==> src/hw/rtl/cidr_pkg.sv <==
// ----------------------------------------------------------------------------
// CIDR parser package
// Beat types, running parse state and constants shared by the parser blocks.
// ----------------------------------------------------------------------------
package cidr_pkg;

  localparam logic [31:0] ALL_ONES     = 32'hFFFF_FFFF;
  localparam logic [5:0]  PREFIX_MAX   = 6'd32;
  localparam logic [5:0]  PREFIX_SAT   = 6'd33;
  localparam logic [8:0]  OCTET_SAT    = 9'd256;
  localparam logic [8:0]  OCTET_MAX    = 9'd255;
  localparam logic [2:0]  SLASH_MIN    = 3'd7;
  localparam logic [2:0]  LAST_OCT     = 3'd3;
  localparam logic [2:0]  CNT_SAT      = 3'd7;

  localparam logic [7:0]  CHAR_ZERO    = 8'h30;
  localparam logic [7:0]  CHAR_NINE    = 8'h39;
  localparam logic [7:0]  CHAR_DOT     = 8'h2E;
  localparam logic [7:0]  CHAR_SLASH   = 8'h2F;

  typedef enum logic [1:0] {
    STATUS_OK     = 2'd0,
    STATUS_FORMAT = 2'd1,
    STATUS_OCTET  = 2'd2
  } parse_status_t;

  typedef struct packed {
    logic [7:0] char_code;
    logic       last_char;
  } char_beat_t;

  typedef struct packed {
    logic [31:0]   ip_address;
    logic [31:0]   net_mask;
    parse_status_t parse_status;
  } result_beat_t;

  typedef struct packed {
    logic [31:0] address_accumulator;
    logic [8:0]  octet_value;
    logic [2:0]  dot_count;
    logic [2:0]  char_position;
    logic        slash_seen;
    logic [5:0]  prefix_length;
    logic        format_error;
    logic        octet_error;
  } parse_state_t;

  localparam parse_state_t STATE_CLEAR = '0;

endpackage

==> src/hw/rtl/cidr_state.sv <==
// ----------------------------------------------------------------------------
// CIDR parser running state
// Decodes one character per beat and updates the running address, octet,
// prefix and error flags; returns to the clear state after the last beat.
// ----------------------------------------------------------------------------
module cidr_state
  import cidr_pkg::*;
(
  input  logic         clk,
  input  logic         rst,
  input  logic         take,
  input  char_beat_t   beat,
  output parse_state_t upd
);

  parse_state_t st;

  always_comb begin
    logic        is_digit;
    logic        is_dot;
    logic        is_slash;
    logic [3:0]  digit;
    logic [11:0] oct_prod;
    logic [8:0]  pfx_prod;
    logic [31:0] placed;

    is_digit = (beat.char_code >= CHAR_ZERO) && (beat.char_code <= CHAR_NINE);
    is_dot   = (beat.char_code == CHAR_DOT);
    is_slash = (beat.char_code == CHAR_SLASH);
    digit    = is_digit ? beat.char_code[3:0] : 4'd0;
    oct_prod = 12'(st.octet_value) * 12'd10 + 12'(digit);
    pfx_prod = 9'(st.prefix_length) * 9'd10 + 9'(digit);
    placed   = {24'd0, st.octet_value[7:0]} << {~st.dot_count[1:0], 3'b000};

    upd = st;
    if (!is_digit && !is_dot && !is_slash) begin
      upd.format_error = 1'b1;
    end else if (st.slash_seen) begin
      if (is_digit) begin
        upd.prefix_length = (pfx_prod > 9'(PREFIX_SAT)) ? PREFIX_SAT : pfx_prod[5:0];
      end else begin
        upd.format_error = 1'b1;
      end
    end else if (is_slash) begin
      upd.slash_seen = 1'b1;
      if (st.char_position < SLASH_MIN) begin
        upd.format_error = 1'b1;
      end
    end else if (is_dot) begin
      if (st.dot_count > LAST_OCT) begin
        upd.octet_error = 1'b1;
      end else begin
        upd.address_accumulator = st.address_accumulator | placed;
        upd.octet_value         = '0;
      end
      if (st.dot_count != CNT_SAT) begin
        upd.dot_count = st.dot_count + 3'd1;
      end
    end else begin
      upd.octet_value = (oct_prod > 12'(OCTET_SAT)) ? OCTET_SAT : oct_prod[8:0];
      if ((oct_prod > 12'(OCTET_MAX)) || (st.dot_count > LAST_OCT)) begin
        upd.octet_error = 1'b1;
      end
    end
    if (st.char_position != CNT_SAT) begin
      upd.char_position = st.char_position + 3'd1;
    end
  end

  always_ff @(posedge clk) begin
    if (rst) begin
      st <= STATE_CLEAR;
    end else if (take) begin
      st <= beat.last_char ? STATE_CLEAR : upd;
    end
  end

endmodule

==> src/hw/rtl/cidr_result.sv <==
// ----------------------------------------------------------------------------
// CIDR parser result stage
// Forms address, mask and status from the updated state and holds the
// result beat until the downstream side takes it.
// ----------------------------------------------------------------------------
module cidr_result
  import cidr_pkg::*;
(
  input  logic         clk,
  input  logic         rst,
  input  logic         load,
  input  parse_state_t upd,
  input  logic         result_stall,
  output logic         result_valid,
  output result_beat_t result_beat
);

  result_beat_t res_next;

  always_comb begin
    res_next = '{ip_address: '0, net_mask: '0, parse_status: STATUS_OK};
    if (upd.format_error || (upd.slash_seen && (upd.prefix_length > PREFIX_MAX))) begin
      res_next.parse_status = STATUS_FORMAT;
    end else if (upd.octet_error) begin
      res_next.parse_status = STATUS_OCTET;
    end else begin
      res_next.ip_address = upd.address_accumulator | {24'd0, upd.octet_value[7:0]};
      res_next.net_mask   = upd.slash_seen ? ~(ALL_ONES >> upd.prefix_length) : ALL_ONES;
    end
  end

  always_ff @(posedge clk) begin
    if (rst) begin
      result_valid <= 1'b0;
    end else if (load) begin
      result_valid <= 1'b1;
    end else if (!result_stall) begin
      result_valid <= 1'b0;
    end
  end

  always_ff @(posedge clk) begin
    if (load) begin
      result_beat <= res_next;
    end
  end

endmodule

==> src/hw/rtl/cidr_address_text_parser.sv <==
// ----------------------------------------------------------------------------
// CIDR address text parser
// Parses a.b.c.d/n one character per beat; emits address, mask and status.
// Latency: result beat is valid the cycle after the last character is taken.
// Throughput: one character per cycle, limited only by the result register.
// Reset: synchronous; clears parse state and the result valid flag.
// ----------------------------------------------------------------------------
module cidr_address_text_parser
  import cidr_pkg::*;
(
  input  logic         clk,
  input  logic         rst,
  input  logic         char_valid,
  output logic         char_stall,
  input  char_beat_t   char_beat,
  output logic         result_valid,
  input  logic         result_stall,
  output result_beat_t result_beat
);

  parse_state_t upd;
  logic         take;

  assign char_stall = result_valid && result_stall;
  assign take       = char_valid && !char_stall;

  cidr_state u_state (
    .clk  (clk),
    .rst  (rst),
    .take (take),
    .beat (char_beat),
    .upd  (upd)
  );

  cidr_result u_result (
    .clk          (clk),
    .rst          (rst),
    .load         (take && char_beat.last_char),
    .upd          (upd),
    .result_stall (result_stall),
    .result_valid (result_valid),
    .result_beat  (result_beat)
  );

endmodule

==> config.mk <==
export PLATFORM = sky130hd
export DESIGN_NAME = cidr_address_text_parser
export DESIGN_NICKNAME = d
export VERILOG_FILES = /design/src/hw/rtl/cidr_pkg.sv /design/src/hw/rtl/cidr_state.sv /design/src/hw/rtl/cidr_result.sv /design/src/hw/rtl/cidr_address_text_parser.sv
export SDC_FILE = /design/constraint.sdc
export NUM_CORES = 1
export LEC_CHECK = 0
export BUFFER_PORTS_ARGS = -buffer_cell sky130_fd_sc_hd__buf_2
export CAP_MARGIN = 0
export CORE_MARGIN = 2
export CORE_UTILIZATION = 45
export DETAILED_ROUTE_END_ITERATION = 12
export PLACE_DENSITY = 0.63
export SLEW_MARGIN = 20
export SYNTH_ARGS = -nofsm -noshare
export SYNTH_HDL_FRONTEND = slang
export SYNTH_SLANG_ARGS = --single-unit
==> constraint.sdc <==
create_clock -name clk -period 5.1 [get_ports clk]
set_input_delay 0.765 -clock clk [delete_from_list [all_inputs] [get_ports clk]]
set_output_delay 0.765 -clock clk [all_outputs]
set_load 0.01 [all_outputs]
Word level (Yosys, flattened, before mapping)

Index checks and enable logic that the tools add are counted.

Register bits: 123
Bits in latches: 0
Memory bits (writable): 0
Bits in read-only memories: 0
Input port bits: 13
Output and inout port bits: 68
Logic and storage cells: 95
Memories: 0

Add/sub/neg operators: 4
Multipliers: 2
Div/mod/pow operators: 0
Magnitude comparators: 8
Eq/ne operators: 9
Shift operators: 2
Multiplexer cells: 33
Bitwise gates (word level): 4
Reductions and logical operators: 20

Operator list:

| cell                  | count |
|---|---|
| $mux 44               | 3 |
| $mux 32               | 2 |
| $mux 56               | 1 |
| $mux 41               | 1 |
| $not 32->32           | 1 |
| $or 32x32->32         | 1 |
| $or 32x8->32          | 1 |
| $shl 8x5->32          | 1 |
| $shr 32x6->32 const A | 1 |
| $mux 6                | 3 |
| $mux 9                | 2 |
| $eq 8x6->1 const B    | 2 |
| $mux 1                | 15 |
| $add 12x4->12         | 1 |
| $gt 12x8->1 const B   | 1 |
| $gt 12x9->1 const B   | 1 |
| $mul 9x3->11 const B  | 1 |
| $add 9x4->9           | 1 |
| $gt 9x6->1 const B    | 1 |
| $mux 3                | 3 |
| $ne 3x3->1 const B    | 3 |
| $ge 8x6->1 const B    | 1 |
| $le 8x6->1 const B    | 1 |
| $mul 6x3->8 const B   | 1 |
| other kinds (18)      | 33 |

Depth between registers and ports, before layout

Gate-level depths: netlist (run 1).

Word-level depth: 13
Mapped depth: 17
Depth with buffers taken out: 15

Hierarchy

Synthesis (run 1) repeated with hierarchy kept, for this count alone.

Cells, all modules: 663
Area total of the unflattened synthesis: 6625.1 sq um

By module, submodules not included:

| module                   | times used | cells an instance | area an instance (sq um) |
|---|---|---|---|
| cidr_state               | 1          | 449               | 3784.9 |
| cidr_result              | 1          | 211               | 2815.2 |
| cidr_address_text_parser | 1          | 3                 | 25.0 |

Worst setup path after synthesis (run 1)

No wires, ideal clock.

Path type: input to register
From: input char_beat[3] in the netlist's numbering
To: register, netlist name u_result.result_beat[39]
Setup time: 0.185 ns
Arrival time: 4.007 ns
Path slack: 0.908 ns
Stages: 15
Buffers on the path: 0
Path through: o21ai_0 nand2_1 nor2_1 and2_1 ha_1 inv_1 fa_1 nor2b_1 o21ai_0 xnor2_1 a2111oi_0 a31oi_1 a2111oi_4 nand2_2 a2111oi_4

Longest elaborated chain between the ends: 13

Ends and longest elaborated chain:

| element                                  | RTL line                       | RTL |
|---|---|---|
| start, declared                          | cidr_address_text_parser.sv:15 | `input char_beat_t char_beat,` |
| $ge 8x6->1 or $le 8x6->1 (tied branches) | cidr_state.sv:27               | `is_digit = (beat.char_code >= CHAR_ZERO) && (beat.char_code <= CHAR_NINE);` |
| $logic_and 1x1->1                        | cidr_state.sv:27               |  |
| $mux 4                                   | cidr_state.sv:30               | `digit = is_digit ? beat.char_code[3:0] : 4'd0;` |
| $add 9x4->9                              | cidr_state.sv:32               | `pfx_prod = 9'(st.prefix_length) * 9'd10 + 9'(digit);` |
| $gt 9x6->1                               | cidr_state.sv:40               | `upd.prefix_length = (pfx_prod > 9'(PREFIX_SAT)) ? PREFIX_SAT : pfx_prod[5:0];` |
| $mux 6                                   | cidr_state.sv:40               |  |
| $mux 6                                   | cidr_state.sv:39               | `if (is_digit) begin` |
| $mux 6                                   | cidr_state.sv:38               | `end else if (st.slash_seen) begin` |
| $mux 7                                   | cidr_state.sv:36               | `if (!is_digit && !is_dot && !is_slash) begin` |
| $gt 6x6->1                               | cidr_result.sv:22              | `if (upd.format_error \|\| (upd.slash_seen && (upd.prefix_length > PREFIX_MAX))) begin` |
| $logic_and 1x1->1                        | cidr_result.sv:22              |  |
| $logic_or 1x1->1                         | cidr_result.sv:22              |  |
| $reduce_or 2->1 (no source line)         | --                             |  |

Parallel ways exist; a longest one is shown, timed or not. The select of a mux whose other input is x is not followed.
A chain may end at the register's enable or synchronous reset.

Worst setup path after layout (run 1)

From: input char_beat[3] in the netlist's numbering
To: register, netlist name u_result.result_beat[39]

Longest elaborated chain between the ends: 13

Ends and longest elaborated chain:

| element                                  | RTL line |
|---|---|
| $ge 8x6->1 or $le 8x6->1 (tied branches) | cidr_state.sv:27 |
| $logic_and 1x1->1                        | cidr_state.sv:27 |
| $mux 4                                   | cidr_state.sv:30 |
| $add 9x4->9                              | cidr_state.sv:32 |
| $gt 9x6->1                               | cidr_state.sv:40 |
| $mux 6                                   | cidr_state.sv:40 |
| $mux 6                                   | cidr_state.sv:39 |
| $mux 6                                   | cidr_state.sv:38 |
| $mux 7                                   | cidr_state.sv:36 |
| $gt 6x6->1                               | cidr_result.sv:22 |
| $logic_and 1x1->1                        | cidr_result.sv:22 |
| $logic_or 1x1->1                         | cidr_result.sv:22 |
| $reduce_or 2->1 (no source line)         | -- |

Parallel ways exist; a longest one is shown, timed or not. The select of a mux whose other input is x is not followed.

==> impl_metrics.json, run 1 <==
{
  "drtIter0Drc": 497,
  "initial_util_pct": 46.4,
  "cp-end-kind": "register",
  "most_used_standard_cells_in_the_synthesized_netlist": "sky130_fd_sc_hd__a21oi_1 (80), sky130_fd_sc_hd__nor2_1 (75), sky130_fd_sc_hd__edfxtp_1 (66)",
  "holdCritPathClass": "register to register",
  "maximum_number_of_pins_on_one_net_before_global_route_repair": 48,
  "grt_first_pass_wirelength_um": 28800,
  "cts-buffers-inserted": 17,
  "rsz0062_at_grt": "no",
  "synth_most_common_cell": "sky130_fd_sc_hd__a21oi_1",
  "io_buffers": 80,
  "y_dimension_of_the_die_um": 127,
  "min-delay-start": "u_state.st[43]$_SDFFE_PP0P_",
  "overall_via_count_from_detail_route": 5827,
  "fillers": 1303,
  "antenna_cells": 0,
  "fmax_mhz": 219,
  "cpMaxStageDelayCell": "sky130_fd_sc_hd__a2111oi_4",
  "area_delta_synth_final_pct": 16.6,
  "met2_wirelength_um": 8690,
  "place_inst": 918,
  "core_area_mm2": 0.0146,
  "rr_worst_depth": 12,
  "yosysSeqAreaShare_pct": 46.0,
  "peakVddDrop_mv": 0.252,
  "post-route-period-util_pct": 89.5,
  "tritoncts": "built",
  "grt_remaining_overflow": 0,
  "cts.root.buffer_cell": "sky130_fd_sc_hd__clkbuf_16",
  "yosys_register_bits": 123,
  "layout-drive-gt1-share_pct": 21.4,
  "leakagePower_nw": 2.98,
  "cts_repair_resize_count": 0,
  "detail_route.vias_per_cell": 6.13,
  "met1_length_um": 8010,
  "hold-path-cell-count": 2,
  "clk_pin_slew_ps": 60,
  "post-cts-setup-buffers": 0,
  "gpl.final_weighted_congestion": 0.934,
  "met3WireLength_um": 1050,
  "timing.final.max_slew_violations": 0,
  "actual_slew_at_the_worst_max_slew_pin_ps": 1080,
  "post_synth_inst_count": 682,
  "reg2reg_to": "u_result.result_beat[19]$_SDFFCE_PP0P_",
  "grt_pass1_vias": 5574,
  "min_delay_worst_endpoint": "u_state.st[43]$_SDFFE_PP0P_",
  "synthesis.area_mm2": 0.00679,
  "ys_flop_type": "sky130_fd_sc_hd__edfxtp_1",
  "avgSynthCellArea_um2": 9.95,
  "synthesis.yosys.warnings": 0,
  "cp_top_family": "compound AO/OA/AOI/OAI gates",
  "crit_path_cell_trace": "buf_2 > o21ai_0 > nand2_1 > nor2_1 > and2_1 > ha_1 > inv_1 > fa_1 > nor2b_1 > o21ai_0 > xnor2_1 > a2111oi_0 > a31oi_1 > a2111oi_4 > nand2_2 > a2111oi_4",
  "finClkSkew_ps": 10.0,
  "detail_placement_hpwl_um": 12900,
  "drt_pass1_iterations": 5,
  "postSynthNetCount": 732,
  "critPathArrivalTime_ps": 4790,
  "grt_antenna_before_repair": 0,
  "power_per_cell_area_mw_per_mm2": 288,
  "ioPinCount": 81,
  "drc_errors": 0,
  "synth_area_leaders": "sky130_fd_sc_hd__edfxtp_1 (29%), sky130_fd_sc_hd__dfxtp_1 (17%), sky130_fd_sc_hd__ha_1 (6.1%)",
  "slew-limit-headroom_pct": 27.9,
  "drt_wl_total_um": 18000,
  "postCtsHoldBufs": 0,
  "worstReg2RegStart": "u_state.st[18]$_SDFFE_PP0P_",
  "layout.cells.non_filler": 950,
  "timing.critical_path.from_type": "input port",
  "number_of_max_cap_violations": 0,
  "timing.reg2reg.setup_slack_ps": 720,
  "die_width_um": 127,
  "distinct_cell_type_count_after_synthesis": 73,
  "ctsLongestPathBuffers": 2,
  "average_routed_wire_per_standard_cell_um": 18.9,
  "criticalPathCategory": "input port to register",
  "cp_max_fo": 7,
  "crit_required_ps": 5320,
  "cts_sinks": 123,
  "clock_latency_ps": 410,
  "async_flop_share_pct": 0,
  "track_usage_pct": 22.5,
  "outcome": "finished clean",
  "h-tree-depth": 4,
  "synth_enable_flop_cells": 66,
  "fin_tns_setup_ps": 0,
  "worst_path_largest_cell_delay_ps": 560,
  "critical_path_buf_inv_count": 2,
  "hold_violations": 0,
  "ant_nets": 0,
  "row_count": 44,
  "layout_min_cycle_time_ps": 4560,
  "fp.dieArea_mm2": 0.0161,
  "nets": 803,
  "yosys.area.top_type": "sky130_fd_sc_hd__edfxtp_1",
  "yosysTopAreaCellShare_pct": 29.2,
  "routed.top_layer": "met4",
  "setup_viol": 0
}
[final cells by class]
cell class                 instances  area (um^2)  area share (%)
clock inverter                     6         40.0           0.506
sequential                       123         3120            39.4
clock buffer                      26          499            6.30
tap                              184          230            2.91
inverter                          21         78.8           0.995
multi-input combinational        492         3390            42.8
timing repair buffer              98          561            7.08
[through the flow]
stage / utilization [%] / power, mW / cell area [um^2] / setup WS [ps] / hold WS [ps]
after floorplan: - / 1.15 / 6790 / 908 / 437
after global placement: 50.4 / 1.20 / 7380 / 282 / 448
after detailed placement: 50.4 / 1.20 / 7380 / 208 / 457
after CTS: 54.1 / 2.28 / 7920 / 593 / 469
after global routing: 54.1 / 2.34 / 7920 / 119 / 473
final: 54.1 / 2.28 / 7920 / 537 / 466
[how the worst max path moves through the flow]
stage	startpoint	end	slack, ps	cells past startpoint
global route	char_beat[3]	u_result.result_beat[20]$_SDFFCE_PP0P_	120	16
global placement	char_beat[3]	u_result.result_beat[39]$_SDFFCE_PP0P_	280	16
CTS	char_beat[3]	u_result.result_beat[39]$_SDFFCE_PP0P_	590	16
floorplan	char_beat[3]	u_result.result_beat[39]$_SDFFCE_PP0P_	910	15
detailed placement	char_beat[3]	u_result.result_beat[39]$_SDFFCE_PP0P_	210	16
finish	char_beat[3]	u_result.result_beat[39]$_SDFFCE_PP0P_	540	16
[kinds of logic (layout without fill, tap and decap cells)]
kind of cell | after synthesis | count (layout) | synth area share (%)
flip-flops | 123 | 123 | 46.0
AO/OA/AOI/OAI | 204 | 204 | 22.7
buffers and inverters | 67 | 151 | 4.28
AND/OR/NAND/NOR | 236 | 236 | 17.9
adder cells (fa/ha/maj) | 37 | 37 | 7.26
XOR/XNOR | 15 | 15 | 1.94
[per-layer routing]
metal,GRT usage (%),up-vias
li1,-,2759
met3,3.92,24
met2,38.0,226
met5,0,-
met4,7.50,0
met1,29.3,2818
[cell usage in the layout (no fill, tap or decap), drive strengths merged, types with 10 or more instances in the layout]
cell type	synthesis	layout
buf	14	98
a21oi	81	81
nor2	76	76
edfxtp	66	66
dfxtp	57	57
nor4	45	45
ha	33	33
o21ai	28	28
nand2	27	27
nor3	26	26
clkbuf	32	26
inv	21	23
a2111oi	22	22
and3	10	10
[report_power, final]
part,internal (mW),switching (mW)
combinational,0.0319,0.0725
sequential,1.07,0.00800
clock,0.673,0.425
[state kept, by name (all words and copies together), names as in the netlist]
| register | cells |
|---|---|
| u_result.result_beat | 66 |
| u_state.st | 56 |
| u_result.result_valid | 1 |
[worst min-delay path, cell delays in order (launching register included)]
cell and delay, ps:
sky130_fd_sc_hd__dfxtp_1 320, sky130_fd_sc_hd__a21oi_1 40, sky130_fd_sc_hd__nor2_1 70
(Power assumes the default switching activity.)
==> run 2: changes to the inputs <==
- BUFFER_PORTS_ARGS: -buffer_cell sky130_fd_sc_hd__buf_2 -> default
- CORE_MARGIN: 2 -> 8
- DONT_BUFFER_PORTS: default -> 1
- PLACE_DENSITY: 0.63 -> 0.59
- clock period: 5.1 -> 4.95 ns (I/O delays scaled with it)
==> impl_metrics.json, run 2 (same netlist as run 1, synthesis figures left out) <==
{
  "outcome": "finished clean",
  "drc_errors": 0,
  "power.switching_fraction_pct": 20.8,
  "gpl.final_weighted_congestion": 0.860,
  "final_util_pct": 51.1,
  "hold_violations": 0,
  "row_count": 45,
  "register_containing_the_most_flip_flops_in_the_final_layout": "u_result.result_beat",
  "maximum_number_of_pins_on_one_net_before_global_route_repair": 46,
  "place_inst": 844,
  "timing.final.max_slew_violations": 0,
  "crit_required_ps": 5180,
  "critical_path_buf_inv_count": 1,
  "fin_tns_setup_ps": 0,
  "rsz0062_at_grt": "no",
  "clock_latency_ps": 430,
  "actual_slew_at_the_worst_max_slew_pin_ps": 965,
  "postCtsHoldBufs": 0,
  "average_routed_wire_per_standard_cell_um": 20.7,
  "cp_max_fo": 7,
  "area_delta_synth_final_pct": 12.6,
  "overall_via_count_from_detail_route": 5385,
  "antenna_cells": 0,
  "fmax_mhz": 228,
  "cts_sinks": 123,
  "slew-limit-headroom_pct": 35.2,
  "cp-end-kind": "register",
  "worst_path_largest_cell_delay_ps": 590,
  "timing.critical_path.from_type": "input port",
  "seq_power_share_pct": 45.0,
  "nets": 726,
  "cts.root.buffer_cell": "sky130_fd_sc_hd__clkbuf_16",
  "layout.cells.non_filler": 877,
  "h-tree-depth": 4,
  "intPower_mw": 1.98,
  "layout_min_cycle_time_ps": 4390,
  "initial_util_pct": 45.3,
  "drt_wl_total_um": 18100,
  "drt_pass1_iterations": 5,
  "ioPinCount": 81,
  "post-route-period-util_pct": 88.7,
  "share_clk_of_total_power_pct": 52.6,
  "core_area_mm2": 0.0150,
  "mostFrequentLayoutCell": "sky130_fd_sc_hd__a21oi_1",
  "switchingPower_mw": 0.522,
  "multiInputGateArea_mm2": 0.00339,
  "leakagePower_nw": 2.72,
  "holdCritPathClass": "input port to register",
  "cp_top_family": "compound AO/OA/AOI/OAI gates",
  "grt_first_pass_wirelength_um": 29300,
  "setup_viol": 0,
  "criticalPathCategory": "input port to register",
  "final-seq-area_mm2": 0.00312,
  "layout-drive-gt1-share_pct": 12.9,
  "finClkSkew_ps": 16.0,
  "ant_nets": 0,
  "io_buffers": 0,
  "track_usage_pct": 19.0,
  "ctsLongestPathBuffers": 2,
  "grt_remaining_overflow": 0,
  "power_mw": 2.50,
  "power.combinational.fraction_pct": 2.4,
  "largest_reg_flops": 66,
  "crit_path_cell_trace": "o21ai_0 > nand2_1 > nor2_1 > and2_1 > ha_1 > inv_1 > fa_1 > nor2b_1 > o21ai_0 > xnor2_1 > a2111oi_0 > a31oi_1 > a2111oi_4 > nand2_2 > a2111oi_4",
  "cpMaxStageDelayCell": "sky130_fd_sc_hd__a2111oi_4",
  "mostFrequentLayoutCells": "sky130_fd_sc_hd__a21oi_1 (80), sky130_fd_sc_hd__nor2_1 (74), sky130_fd_sc_hd__edfxtp_1 (66)",
  "drtIter0Drc": 380,
  "tritoncts": "built",
  "number_of_max_cap_violations": 0,
  "clk_pin_slew_ps": 70,
  "grt_pass1_vias": 5200,
  "detail_placement_hpwl_um": 13200,
  "largest_registers": "u_result.result_beat (66), u_state.st (56), u_result.result_valid (1)",
  "grt_antenna_before_repair": 0,
  "detail_route.vias_per_cell": 6.14,
  "fillers": 1352,
  "die_width_um": 139,
  "cts-buffers-inserted": 17,
  "post-cts-setup-buffers": 0,
  "critPathArrivalTime_ps": 4620,
  "power_per_cell_area_mw_per_mm2": 328,
  "peakVddDrop_mv": 0.264,
  "y_dimension_of_the_die_um": 139,
  "cts_repair_resize_count": 0,
  "fp.dieArea_mm2": 0.0193
}
-- run 2: metrics by stage --
step / setup WS [ps] / instance area (um^2) / hold WS [ps]
final: 558 / 7650 / 381
after floorplan: 781 / 6790 / 437
after global placement: 238 / 7000 / 449
after global routing: 280 / 7650 / 372
after CTS: 464 / 7630 / 366
after detailed placement: 194 / 7000 / 454
-- run 2: final timing paths --
check                                      endpoint  depth (start not counted)  slack, ps                        start
max          u_result.result_beat[39]$_SDFFCE_PP0P_                         15        560                 char_beat[3]
min                      u_state.st[1]$_SDFFE_PP0P_                          1        380                          rst
max reg2reg  u_result.result_beat[42]$_SDFFCE_PP0P_                         13        730   u_state.st[3]$_SDFFE_PP0P_
min reg2reg             u_state.st[34]$_SDFFE_PP0P_                          2        470  u_state.st[34]$_SDFFE_PP0P_
-- run 2: final cells by class --
type	count	area share [%]
Clock buffer	21	6.02
Clock inverter	11	2.19
Inverter	21	1.03
Multi-Input combinational cell	492	44.3
Sequential cell	123	40.8
Tap cell	188	3.08
Timing Repair Buffer	21	2.55
-- run 2: metal layers --
layer	wire [um]	vias up	global-route usage, %
met5	0	-	0
met4	370	0	7.68
met3	854	29	3.82
met2	8940	163	31.5
met1	7940	2592	23.9
li1	-	2601	-
-- run 2: power groups by stage --
stage	combinational, mW	clock, mW	sequential (mW)
2_1_floorplan	0.0480	0	1.14
3_3_place_gp	0.0583	0	1.15
3_5_place_dp	0.0598	0	1.15
4_1_cts	0.0602	1.33	1.13
5_1_grt	0.0664	1.38	1.13
6_report	0.0598	1.32	1.13
